--- config.mk ---
export PLATFORM = sky130hd
export DESIGN_NAME = cooperative_task_scheduler_top
export DESIGN_NICKNAME = d
export VERILOG_FILES = /design/src/cts_pkg.sv /design/src/cts_ram.sv /design/src/cts_front.sv /design/src/cts_queue.sv /design/src/cts_back.sv /design/src/cooperative_task_scheduler_top.sv
export SDC_FILE = /design/constraint.sdc
export NUM_CORES = 1
export LEC_CHECK = 0
export ABC_AREA = 1
export BUFFER_PORTS_ARGS = -buffer_cell sky130_fd_sc_hd__buf_2
export CAP_MARGIN = 30
export CORE_ASPECT_RATIO = 0.5
export CORE_MARGIN = 3
export CORE_UTILIZATION = 61
export DETAILED_ROUTE_END_ITERATION = 10
export PLACE_DENSITY_LB_ADDON = 0.1
export SYNTH_ARGS = -nofsm -noshare
export SYNTH_HDL_FRONTEND = slang
export SYNTH_HIERARCHICAL = 1
export SYNTH_SLANG_ARGS = --single-unit
--- constraint.sdc ---
create_clock -name i_clk -period 6.4 [get_ports i_clk]
set_clock_uncertainty 0.15 [all_clocks]
set_input_delay 1.28 -clock i_clk [delete_from_list [all_inputs] [get_ports i_clk]]
set_output_delay 1.28 -clock i_clk [all_outputs]
set_load 0.1 [all_outputs]
--- src/cts_pkg.sv ---
// ----------------------------------------------------------------------------
// cts_pkg
// Shared types, codes and defaults of the cooperative task scheduler.
// ----------------------------------------------------------------------------
package cts_pkg;

    // defaults for the top level parameters
    localparam int NUM_SLOTS_DEF   = 8;
    localparam int QUEUE_DEPTH_DEF = 2;

    // due results reported per tick at most
    localparam int          DUE_N_W = 4;
    localparam logic [3:0]  MAX_DUE = 4'd8;

    // input opcodes
    localparam logic [1:0] OP_ADD  = 2'd0;
    localparam logic [1:0] OP_DEL  = 2'd1;
    localparam logic [1:0] OP_TICK = 2'd2;

    // result kinds
    localparam logic [2:0] K_ADDED   = 3'd0;
    localparam logic [2:0] K_FULL    = 3'd1;
    localparam logic [2:0] K_DELETED = 3'd2;
    localparam logic [2:0] K_UNDEF   = 3'd3;
    localparam logic [2:0] K_DUE     = 3'd4;
    localparam logic [2:0] K_IDLE    = 3'd5;

    // input item
    typedef struct packed {
        logic [1:0] opcode;
        logic [7:0] target_slot;
        logic [7:0] start_delay;
        logic [7:0] period_ticks;
    } t_cmd;

    // result item
    typedef struct packed {
        logic [2:0] kind;
        logic [2:0] slot;
        logic       last;
    } t_result;

    // classified job, as queued between front and back
    typedef enum logic [1:0] {
        JOB_ADD,
        JOB_DEL,
        JOB_TICK
    } t_job_op;

    typedef struct packed {
        t_job_op    op;
        logic       in_range;    // delete target lies inside the table
        logic [7:0] target;
        logic [7:0] count_init;  // start delay plus one, wrapping
        logic [7:0] period;
    } t_job;

    // queue status seen by the back end
    typedef struct packed {
        logic empty;
        logic full;
    } t_queue_stat;

    // back end sequencer
    typedef enum logic [1:0] {
        BK_IDLE,
        BK_WALK,
        BK_FIN
    } t_bk_state;

endpackage

--- src/cts_ram.sv ---
// ----------------------------------------------------------------------------
// cts_ram
// Generic single write port, single read port RAM with registered read.
// ----------------------------------------------------------------------------
module cts_ram #(
    parameter int WIDTH = 16,
    parameter int DEPTH = 8,
    localparam int AW = (DEPTH > 1) ? $clog2(DEPTH) : 1
) (
    input  logic             i_clk,
    input  logic             i_we,
    input  logic [AW-1:0]    i_waddr,
    input  logic [WIDTH-1:0] i_wdata,
    input  logic [AW-1:0]    i_raddr,
    output logic [WIDTH-1:0] o_rdata
);

    logic [WIDTH-1:0] r_mem [DEPTH];
    logic [WIDTH-1:0] r_rdata;

    always_ff @(posedge i_clk) begin
        if (i_we) begin
            r_mem[i_waddr] <= i_wdata;
        end
        r_rdata <= r_mem[i_raddr];
    end

    assign o_rdata = r_rdata;

endmodule

--- src/cts_front.sv ---
// ----------------------------------------------------------------------------
// cts_front
// Accepts command items, classifies them and pushes jobs into the queue.
// ----------------------------------------------------------------------------
module cts_front #(
    parameter int NUM_SLOTS = cts_pkg::NUM_SLOTS_DEF
) (
    input  logic                 i_start,
    input  cts_pkg::t_cmd        i_cmd,
    input  cts_pkg::t_queue_stat i_q_stat,
    output logic                 o_busy,
    output logic                 o_push,
    output cts_pkg::t_job        o_job
);

    import cts_pkg::*;

    logic accept;

    assign o_busy = i_q_stat.full;
    assign accept = i_start & ~i_q_stat.full;

    // classify; the unused opcode is taken and dropped
    always_comb begin
        o_push           = 1'b0;
        o_job.op         = JOB_TICK;
        o_job.in_range   = ({1'b0, i_cmd.target_slot} < 9'(NUM_SLOTS));
        o_job.target     = i_cmd.target_slot;
        o_job.count_init = i_cmd.start_delay + 8'd1;
        o_job.period     = i_cmd.period_ticks;
        case (i_cmd.opcode)
            OP_ADD: begin
                o_job.op = JOB_ADD;
                o_push   = accept;
            end
            OP_DEL: begin
                o_job.op = JOB_DEL;
                o_push   = accept;
            end
            OP_TICK: begin
                o_job.op = JOB_TICK;
                o_push   = accept;
            end
            default: begin
                o_push = 1'b0;
            end
        endcase
    end

endmodule

--- src/cts_queue.sv ---
// ----------------------------------------------------------------------------
// cts_queue
// Short job queue between the front end and the back end.
// ----------------------------------------------------------------------------
module cts_queue #(
    parameter int DEPTH = cts_pkg::QUEUE_DEPTH_DEF,
    localparam int PW = (DEPTH > 1) ? $clog2(DEPTH) : 1,
    localparam int CW = $clog2(DEPTH + 1)
) (
    input  logic                 i_clk,
    input  logic                 i_rst_n,
    input  logic                 i_push,
    input  cts_pkg::t_job        i_job,
    input  logic                 i_pop,
    output cts_pkg::t_job        o_job,
    output cts_pkg::t_queue_stat o_stat
);

    import cts_pkg::*;

    t_job          r_buf [DEPTH];
    logic [PW-1:0] r_wr_ptr, n_wr_ptr;
    logic [PW-1:0] r_rd_ptr, n_rd_ptr;
    logic [CW-1:0] r_count, n_count;
    logic          do_push, do_pop;

    assign o_stat.empty = (r_count == '0);
    assign o_stat.full  = (r_count == CW'(DEPTH));
    assign do_push      = i_push & ~o_stat.full;
    assign do_pop       = i_pop & ~o_stat.empty;
    assign o_job        = r_buf[r_rd_ptr];

    // pointer and count update
    always_comb begin
        n_wr_ptr = r_wr_ptr;
        n_rd_ptr = r_rd_ptr;
        n_count  = r_count;
        if (do_push) begin
            n_wr_ptr = (r_wr_ptr == PW'(DEPTH - 1)) ? '0 : r_wr_ptr + 1'b1;
        end
        if (do_pop) begin
            n_rd_ptr = (r_rd_ptr == PW'(DEPTH - 1)) ? '0 : r_rd_ptr + 1'b1;
        end
        if (do_push && !do_pop) begin
            n_count = r_count + 1'b1;
        end else if (do_pop && !do_push) begin
            n_count = r_count - 1'b1;
        end
    end

    always_ff @(posedge i_clk) begin
        if (!i_rst_n) begin
            r_wr_ptr <= '0;
            r_rd_ptr <= '0;
            r_count  <= '0;
        end else begin
            r_wr_ptr <= n_wr_ptr;
            r_rd_ptr <= n_rd_ptr;
            r_count  <= n_count;
        end
    end

    // storage
    always_ff @(posedge i_clk) begin
        if (do_push) begin
            r_buf[r_wr_ptr] <= i_job;
        end
    end

endmodule

--- src/cts_back.sv ---
// ----------------------------------------------------------------------------
// cts_back
// Executes queued jobs against the slot table and drives the results.
// ----------------------------------------------------------------------------
module cts_back #(
    parameter int NUM_SLOTS = cts_pkg::NUM_SLOTS_DEF
) (
    input  logic                 i_clk,
    input  logic                 i_rst_n,
    input  cts_pkg::t_job        i_job,
    input  cts_pkg::t_queue_stat i_q_stat,
    output logic                 o_pop,
    output logic                 o_valid,
    output cts_pkg::t_result     o_result
);

    import cts_pkg::*;

    localparam int SLOT_W = (NUM_SLOTS > 1) ? $clog2(NUM_SLOTS) : 1;
    localparam int CNT_W  = $clog2(NUM_SLOTS + 1);
    localparam logic [SLOT_W-1:0] LAST_SLOT = SLOT_W'(NUM_SLOTS - 1);

    // control state
    t_bk_state             r_state, n_state;
    logic [NUM_SLOTS-1:0]  r_valid, n_valid;
    logic [CNT_W-1:0]      r_next_free, n_next_free;
    logic                  r_rd_on, n_rd_on;
    logic [SLOT_W-1:0]     r_rd_idx, n_rd_idx;
    logic                  r_ex_on, n_ex_on;
    logic [SLOT_W-1:0]     r_ex_idx, n_ex_idx;
    logic                  r_pend_on, n_pend_on;
    logic [SLOT_W-1:0]     r_pend_slot, n_pend_slot;
    logic [DUE_N_W-1:0]    r_due_n, n_due_n;
    logic                  r_out_vld, n_out_vld;
    t_result               r_out, n_out;

    // table RAM: {countdown, period}
    logic                  ram_we;
    logic [SLOT_W-1:0]     ram_waddr;
    logic [15:0]           ram_wdata;
    logic [SLOT_W-1:0]     ram_raddr;
    logic [15:0]           ram_rdata;

    // walk stage values
    logic                  ex_valid;
    logic [7:0]            ex_dec;
    logic [7:0]            ex_per;
    logic [7:0]            pend_wide;
    logic [7:0]            free_wide;

    cts_ram #(
        .WIDTH (16),
        .DEPTH (NUM_SLOTS)
    ) u_table (
        .i_clk   (i_clk),
        .i_we    (ram_we),
        .i_waddr (ram_waddr),
        .i_wdata (ram_wdata),
        .i_raddr (ram_raddr),
        .o_rdata (ram_rdata)
    );

    assign ex_valid  = r_valid[r_ex_idx];
    assign ex_dec    = ram_rdata[15:8] - 8'd1;
    assign ex_per    = ram_rdata[7:0];
    assign pend_wide = 8'(r_pend_slot);
    assign free_wide = 8'(r_next_free);

    // sequencer: next state and outputs
    always_comb begin
        n_state     = r_state;
        n_valid     = r_valid;
        n_next_free = r_next_free;
        n_rd_on     = r_rd_on;
        n_rd_idx    = r_rd_idx;
        n_ex_on     = r_ex_on;
        n_ex_idx    = r_ex_idx;
        n_pend_on   = r_pend_on;
        n_pend_slot = r_pend_slot;
        n_due_n     = r_due_n;
        n_out_vld   = 1'b0;
        n_out       = r_out;
        o_pop       = 1'b0;
        ram_we      = 1'b0;
        ram_waddr   = r_ex_idx;
        ram_wdata   = {ex_dec, ex_per};
        ram_raddr   = r_rd_idx;

        case (r_state)
            BK_IDLE: begin
                if (!i_q_stat.empty) begin
                    o_pop = 1'b1;
                    case (i_job.op)
                        JOB_ADD: begin
                            n_out_vld = 1'b1;
                            if (r_next_free < CNT_W'(NUM_SLOTS)) begin
                                ram_we    = 1'b1;
                                ram_waddr = r_next_free[SLOT_W-1:0];
                                ram_wdata = {i_job.count_init, i_job.period};
                                n_valid[r_next_free[SLOT_W-1:0]] = 1'b1;
                                n_next_free = r_next_free + 1'b1;
                                n_out = '{kind: K_ADDED, slot: free_wide[2:0], last: 1'b1};
                            end else begin
                                n_out = '{kind: K_FULL, slot: 3'd0, last: 1'b1};
                            end
                        end
                        JOB_DEL: begin
                            n_out_vld = 1'b1;
                            if (i_job.in_range && r_valid[i_job.target[SLOT_W-1:0]]) begin
                                n_valid[i_job.target[SLOT_W-1:0]] = 1'b0;
                                n_out = '{kind: K_DELETED, slot: i_job.target[2:0],
                                          last: 1'b1};
                            end else begin
                                n_out = '{kind: K_UNDEF, slot: 3'd0, last: 1'b1};
                            end
                        end
                        JOB_TICK: begin
                            n_state   = BK_WALK;
                            n_rd_on   = 1'b1;
                            n_rd_idx  = '0;
                            n_ex_on   = 1'b0;
                            n_pend_on = 1'b0;
                            n_due_n   = '0;
                        end
                        default: begin
                            n_state = BK_IDLE;
                        end
                    endcase
                end
            end

            BK_WALK: begin
                // read stage: one slot per cycle
                n_ex_on  = r_rd_on;
                n_ex_idx = r_rd_idx;
                if (r_rd_on) begin
                    if (r_rd_idx == LAST_SLOT) begin
                        n_rd_on = 1'b0;
                    end else begin
                        n_rd_idx = r_rd_idx + 1'b1;
                    end
                end
                // update stage: decrement, reload or retire, report
                if (r_ex_on) begin
                    if (ex_valid) begin
                        ram_we = 1'b1;
                        if (ex_dec == 8'd0) begin
                            ram_wdata = {ex_per, ex_per};
                            if (ex_per == 8'd0) begin
                                n_valid[r_ex_idx] = 1'b0;
                            end
                            if (r_due_n < MAX_DUE) begin
                                // hold the newest due slot back to mark the last one
                                if (r_pend_on) begin
                                    n_out_vld = 1'b1;
                                    n_out = '{kind: K_DUE, slot: pend_wide[2:0], last: 1'b0};
                                end
                                n_pend_on   = 1'b1;
                                n_pend_slot = r_ex_idx;
                                n_due_n     = r_due_n + 1'b1;
                            end
                        end
                    end
                    if (r_ex_idx == LAST_SLOT) begin
                        n_state = BK_FIN;
                    end
                end
            end

            BK_FIN: begin
                n_out_vld = 1'b1;
                if (r_pend_on) begin
                    n_out = '{kind: K_DUE, slot: pend_wide[2:0], last: 1'b1};
                end else begin
                    n_out = '{kind: K_IDLE, slot: 3'd0, last: 1'b1};
                end
                n_pend_on = 1'b0;
                n_ex_on   = 1'b0;
                n_state   = BK_IDLE;
            end

            default: begin
                n_state = BK_IDLE;
            end
        endcase
    end

    // control registers
    always_ff @(posedge i_clk) begin
        if (!i_rst_n) begin
            r_state     <= BK_IDLE;
            r_valid     <= '0;
            r_next_free <= '0;
            r_rd_on     <= 1'b0;
            r_ex_on     <= 1'b0;
            r_pend_on   <= 1'b0;
            r_due_n     <= '0;
            r_out_vld   <= 1'b0;
        end else begin
            r_state     <= n_state;
            r_valid     <= n_valid;
            r_next_free <= n_next_free;
            r_rd_on     <= n_rd_on;
            r_ex_on     <= n_ex_on;
            r_pend_on   <= n_pend_on;
            r_due_n     <= n_due_n;
            r_out_vld   <= n_out_vld;
        end
    end

    // payload registers
    always_ff @(posedge i_clk) begin
        r_rd_idx    <= n_rd_idx;
        r_ex_idx    <= n_ex_idx;
        r_pend_slot <= n_pend_slot;
        r_out       <= n_out;
    end

    assign o_valid  = r_out_vld;
    assign o_result = r_out;

endmodule

--- src/cooperative_task_scheduler_top.sv ---
// ----------------------------------------------------------------------------
// cooperative_task_scheduler_top
// Time-triggered cooperative scheduler over a table of task slots.
// ----------------------------------------------------------------------------
// An item is taken when start is high and busy is low; busy rises only
// when the job queue (QUEUE_DEPTH entries) is full. Results appear on
// o_result for one cycle each, marked by o_valid, and cannot be held off.
// The back end takes one queued job at a time. Add and delete give their
// result in the cycle after the job leaves the queue. A tick walks the slot
// table through its single read port, one slot per cycle, and occupies the
// back end until it ends; its due results come out during the walk and the
// final one (or the idle result) at its end. The unused opcode is taken and
// gives no result.
// ----------------------------------------------------------------------------
module cooperative_task_scheduler_top #(
    parameter int NUM_SLOTS   = cts_pkg::NUM_SLOTS_DEF,
    parameter int QUEUE_DEPTH = cts_pkg::QUEUE_DEPTH_DEF
) (
    input  logic             i_clk,
    input  logic             i_rst_n,
    input  logic             start,
    output logic             busy,
    input  cts_pkg::t_cmd    i_cmd,
    output logic             o_valid,
    output cts_pkg::t_result o_result
);

    import cts_pkg::*;

    t_job        push_job;
    t_job        head_job;
    t_queue_stat q_stat;
    logic        push;
    logic        pop;

    // accept and classify
    cts_front #(
        .NUM_SLOTS (NUM_SLOTS)
    ) u_front (
        .i_start  (start),
        .i_cmd    (i_cmd),
        .i_q_stat (q_stat),
        .o_busy   (busy),
        .o_push   (push),
        .o_job    (push_job)
    );

    // decoupling queue
    cts_queue #(
        .DEPTH (QUEUE_DEPTH)
    ) u_queue (
        .i_clk   (i_clk),
        .i_rst_n (i_rst_n),
        .i_push  (push),
        .i_job   (push_job),
        .i_pop   (pop),
        .o_job   (head_job),
        .o_stat  (q_stat)
    );

    // slot table and execution
    cts_back #(
        .NUM_SLOTS (NUM_SLOTS)
    ) u_back (
        .i_clk    (i_clk),
        .i_rst_n  (i_rst_n),
        .i_job    (head_job),
        .i_q_stat (q_stat),
        .o_pop    (pop),
        .o_valid  (o_valid),
        .o_result (o_result)
    );

endmodule
==> impl_metrics.env <==
export IMPL_crit_required_ns=6.47
export IMPL_antenna_cells=0
export IMPL_rsz0062_at_grt="no"
export IMPL_start_util_pct=63.4
export IMPL_drv_cap=0
export IMPL_multiInputGateArea_um2=3560
export IMPL_n_fill_cell=1323
export IMPL_drt_iter0_drc=786
export IMPL_cts_resized=0
export IMPL_vias_per_cell=5.53
export IMPL_powerDensity_nw_per_um2=485
export IMPL_cts_sinks=231
export IMPL_tightest_slew_ns=0.913
export IMPL_place_congestion=0.966
export IMPL_setup_tns_ns=0
export IMPL_clockRootBuffer="clkbuf_16"
export IMPL_place_hpwl_um=16600
export IMPL_grt_overflow_total=0
export IMPL_core_area_um2=17700
export IMPL_dr_pass1_iters=5
export IMPL_clock_fmax_ghz=0.235
export IMPL_routedWlPerCell_um=17.2
export IMPL_antenna_found_initial=0
export IMPL_tritoncts="done"
export IMPL_crit_chain="mux2_2 -> nor2_1 -> nand3_1 -> nor2_2 -> inv_1 -> o21ai_0 -> nand2_1 -> nor2_1 -> buf_4"
export IMPL_status="completed"
export IMPL_critPathArrivalTime_ns=4.32
export IMPL_numCtsBuffers=21
export IMPL_synthesis_nets=1242
export IMPL_fin_area_um2=12200
export IMPL_period_minus_slack_ns=4.25
export IMPL_final_hold_viol_count=0
export IMPL_grt_max_degree=69
export IMPL_crit_family="simple AND/OR/NAND/NOR gates"
export IMPL_finalMaxSlewViolations=0
export IMPL_netlist_instances=1200
export IMPL_cts_hold_buf=0
export IMPL_clkTransAtPathRegs_ns=0.07
export IMPL_crit_path_end_kind="flop"
export IMPL_grt_pass1_vias=7696
export IMPL_cts_path_max_buffers=3
export IMPL_timing_hold_ws_ns=0.342
export IMPL_worst_slack_ns=2.15
export IMPL_cp_slowest_cell="nor2_2"
export IMPL_grt_pass1_wl_um=40400
export IMPL_ir_drop_mv=0.686
export IMPL_cpPeakStageDelay_ns=0.70
export IMPL_critPathKind="flop to flop"
export IMPL_fin_nets=1268
export IMPL_area_growth_pct=8.76
export IMPL_ant_nets=0
export IMPL_htreeDepth=1
export IMPL_ios=38
export IMPL_setup_viol=0
export IMPL_portBuffers=37
export IMPL_die_w_um=198
export IMPL_syn_area_um2=11200
export IMPL_route_detailed_drc=0
export IMPL_post_route_period_util_pct=66.4
export IMPL_dpl_instance_area_um2=11500
export IMPL_clkLatencyLatePin_ns=0.51
export IMPL_die_h_um=102
export IMPL_synth_warnings=6
export IMPL_critical_path_buf_inv_count=2
export IMPL_pre_cts_ws_ns=2.27
export IMPL_path_common_cell="nor2_1"
export IMPL_die_area_um2=20200
export IMPL_stdcell_count=1475
export IMPL_cp_max_fo=19
export IMPL_wl_um=25400
export IMPL_cp_start_kind="flop"
export IMPL_max_slew_margin_rel_pct=38.6
export IMPL_hp_class="flop to flop"
export IMPL_cts_setup_buffers=0
export IMPL_placed_cells=1437
export IMPL_rows=34
export IMPL_via_count=8163
export IMPL_grt_usage_pct=25.6
export IMPL_power_leakage_nw=5.37
export IMPL_drive_gt1_share_pct=12.2
export IMPL_seqCellArea_um2=6510
export IMPL_avgSynthCellArea_um2=9.35
==> report_power, final <==
group,switching [mW],internal (mW),leakage (nW)
clock network,0.541,0.745,0.344
logic,1.71,0.633,2.95
registers,0.165,2.12,2.07
==> sequential cells by signal (all words and copies together), names as in the netlist, 2 cells and up, named ones only <==
| name | count |
|---|---|
| u_back/r_state | 2 |
| u_back/o_result | 7 |
| u_back/r_pend_slot | 3 |
| u_back/r_next_free | 4 |
| u_queue/r_buf | 44 |
| u_back/u_table/o_rdata | 16 |
| u_queue/r_count | 2 |
| u_back/r_rd_idx | 3 |
| u_back/r_valid | 8 |
| u_back/r_due_n | 4 |
| u_back/r_ex_idx | 3 |
| u_back/u_table/r_mem | 128 |
==> path summary, 6_finish.rpt <==
check                                          end                         from  slack, ns  cells after the start
max          u_back/u_table/r_mem[7][12]$_DFFE_PP_                         flop       2.15                      9
min                    u_back/r_rd_on$_SDFFE_PN0P_  u_back/r_rd_on$_SDFFE_PN0P_       0.34                      2
max reg2reg  u_back/u_table/r_mem[7][12]$_DFFE_PP_                         flop       2.15                      9
min reg2reg            u_back/r_rd_on$_SDFFE_PN0P_  u_back/r_rd_on$_SDFFE_PN0P_       0.34                      2
==> layer usage <==
metal | routed length [µm] | track usage (%) | share of wire, %
met4 | 420 | 5.21 | 1.7
met2 | 11400 | 42.6 | 45
met3 | 2110 | 3.85 | 8.3
met5 | 0 | 0 | 0
met1 | 11400 | 36.7 | 45
==> worst register-to-register path, delay by kind of cell (launching register included) <==
family,cells,cell delay (ns)
and+or+nand+nor,5,2.25
buffers and inverters,2,0.53
muxes,1,0.39
DFF,1,0.37
AOI/OAI and AO/OA,1,0.30
==> layout make-up <==
type,count,area share (%)
Clock inverter,9,0.830
Sequential cell,231,53.3
Inverter,204,6.29
Timing Repair Buffer,55,3.03
Multi-Input combinational cell,713,29.2
Clock buffer,29,4.96
Tap cell,234,2.40
==> through the flow <==
step	power, mW	utilization (%)
2_1_floorplan	4.01	-
3_3_place_gp	4.53	64.5
3_5_place_dp	4.61	65.0
4_1_cts	5.90	69.0
5_1_grt	6.25	69.0
6_report	5.91	69.0
==> cell usage in the layout (no fill, tap or decap), types with 13 or more instances in the layout <==
cell type,count
o21ai_0,35
ha_1,13
dfxtp_1,43
clkbuf_16,21
nand2_1,354
nor2_1,68
inv_1,197
edfxtp_1,188
nand3_1,91
buf_4,14
mux2_4,15
buf_2,38
a21oi_1,31
(Power assumes the default switching activity.)
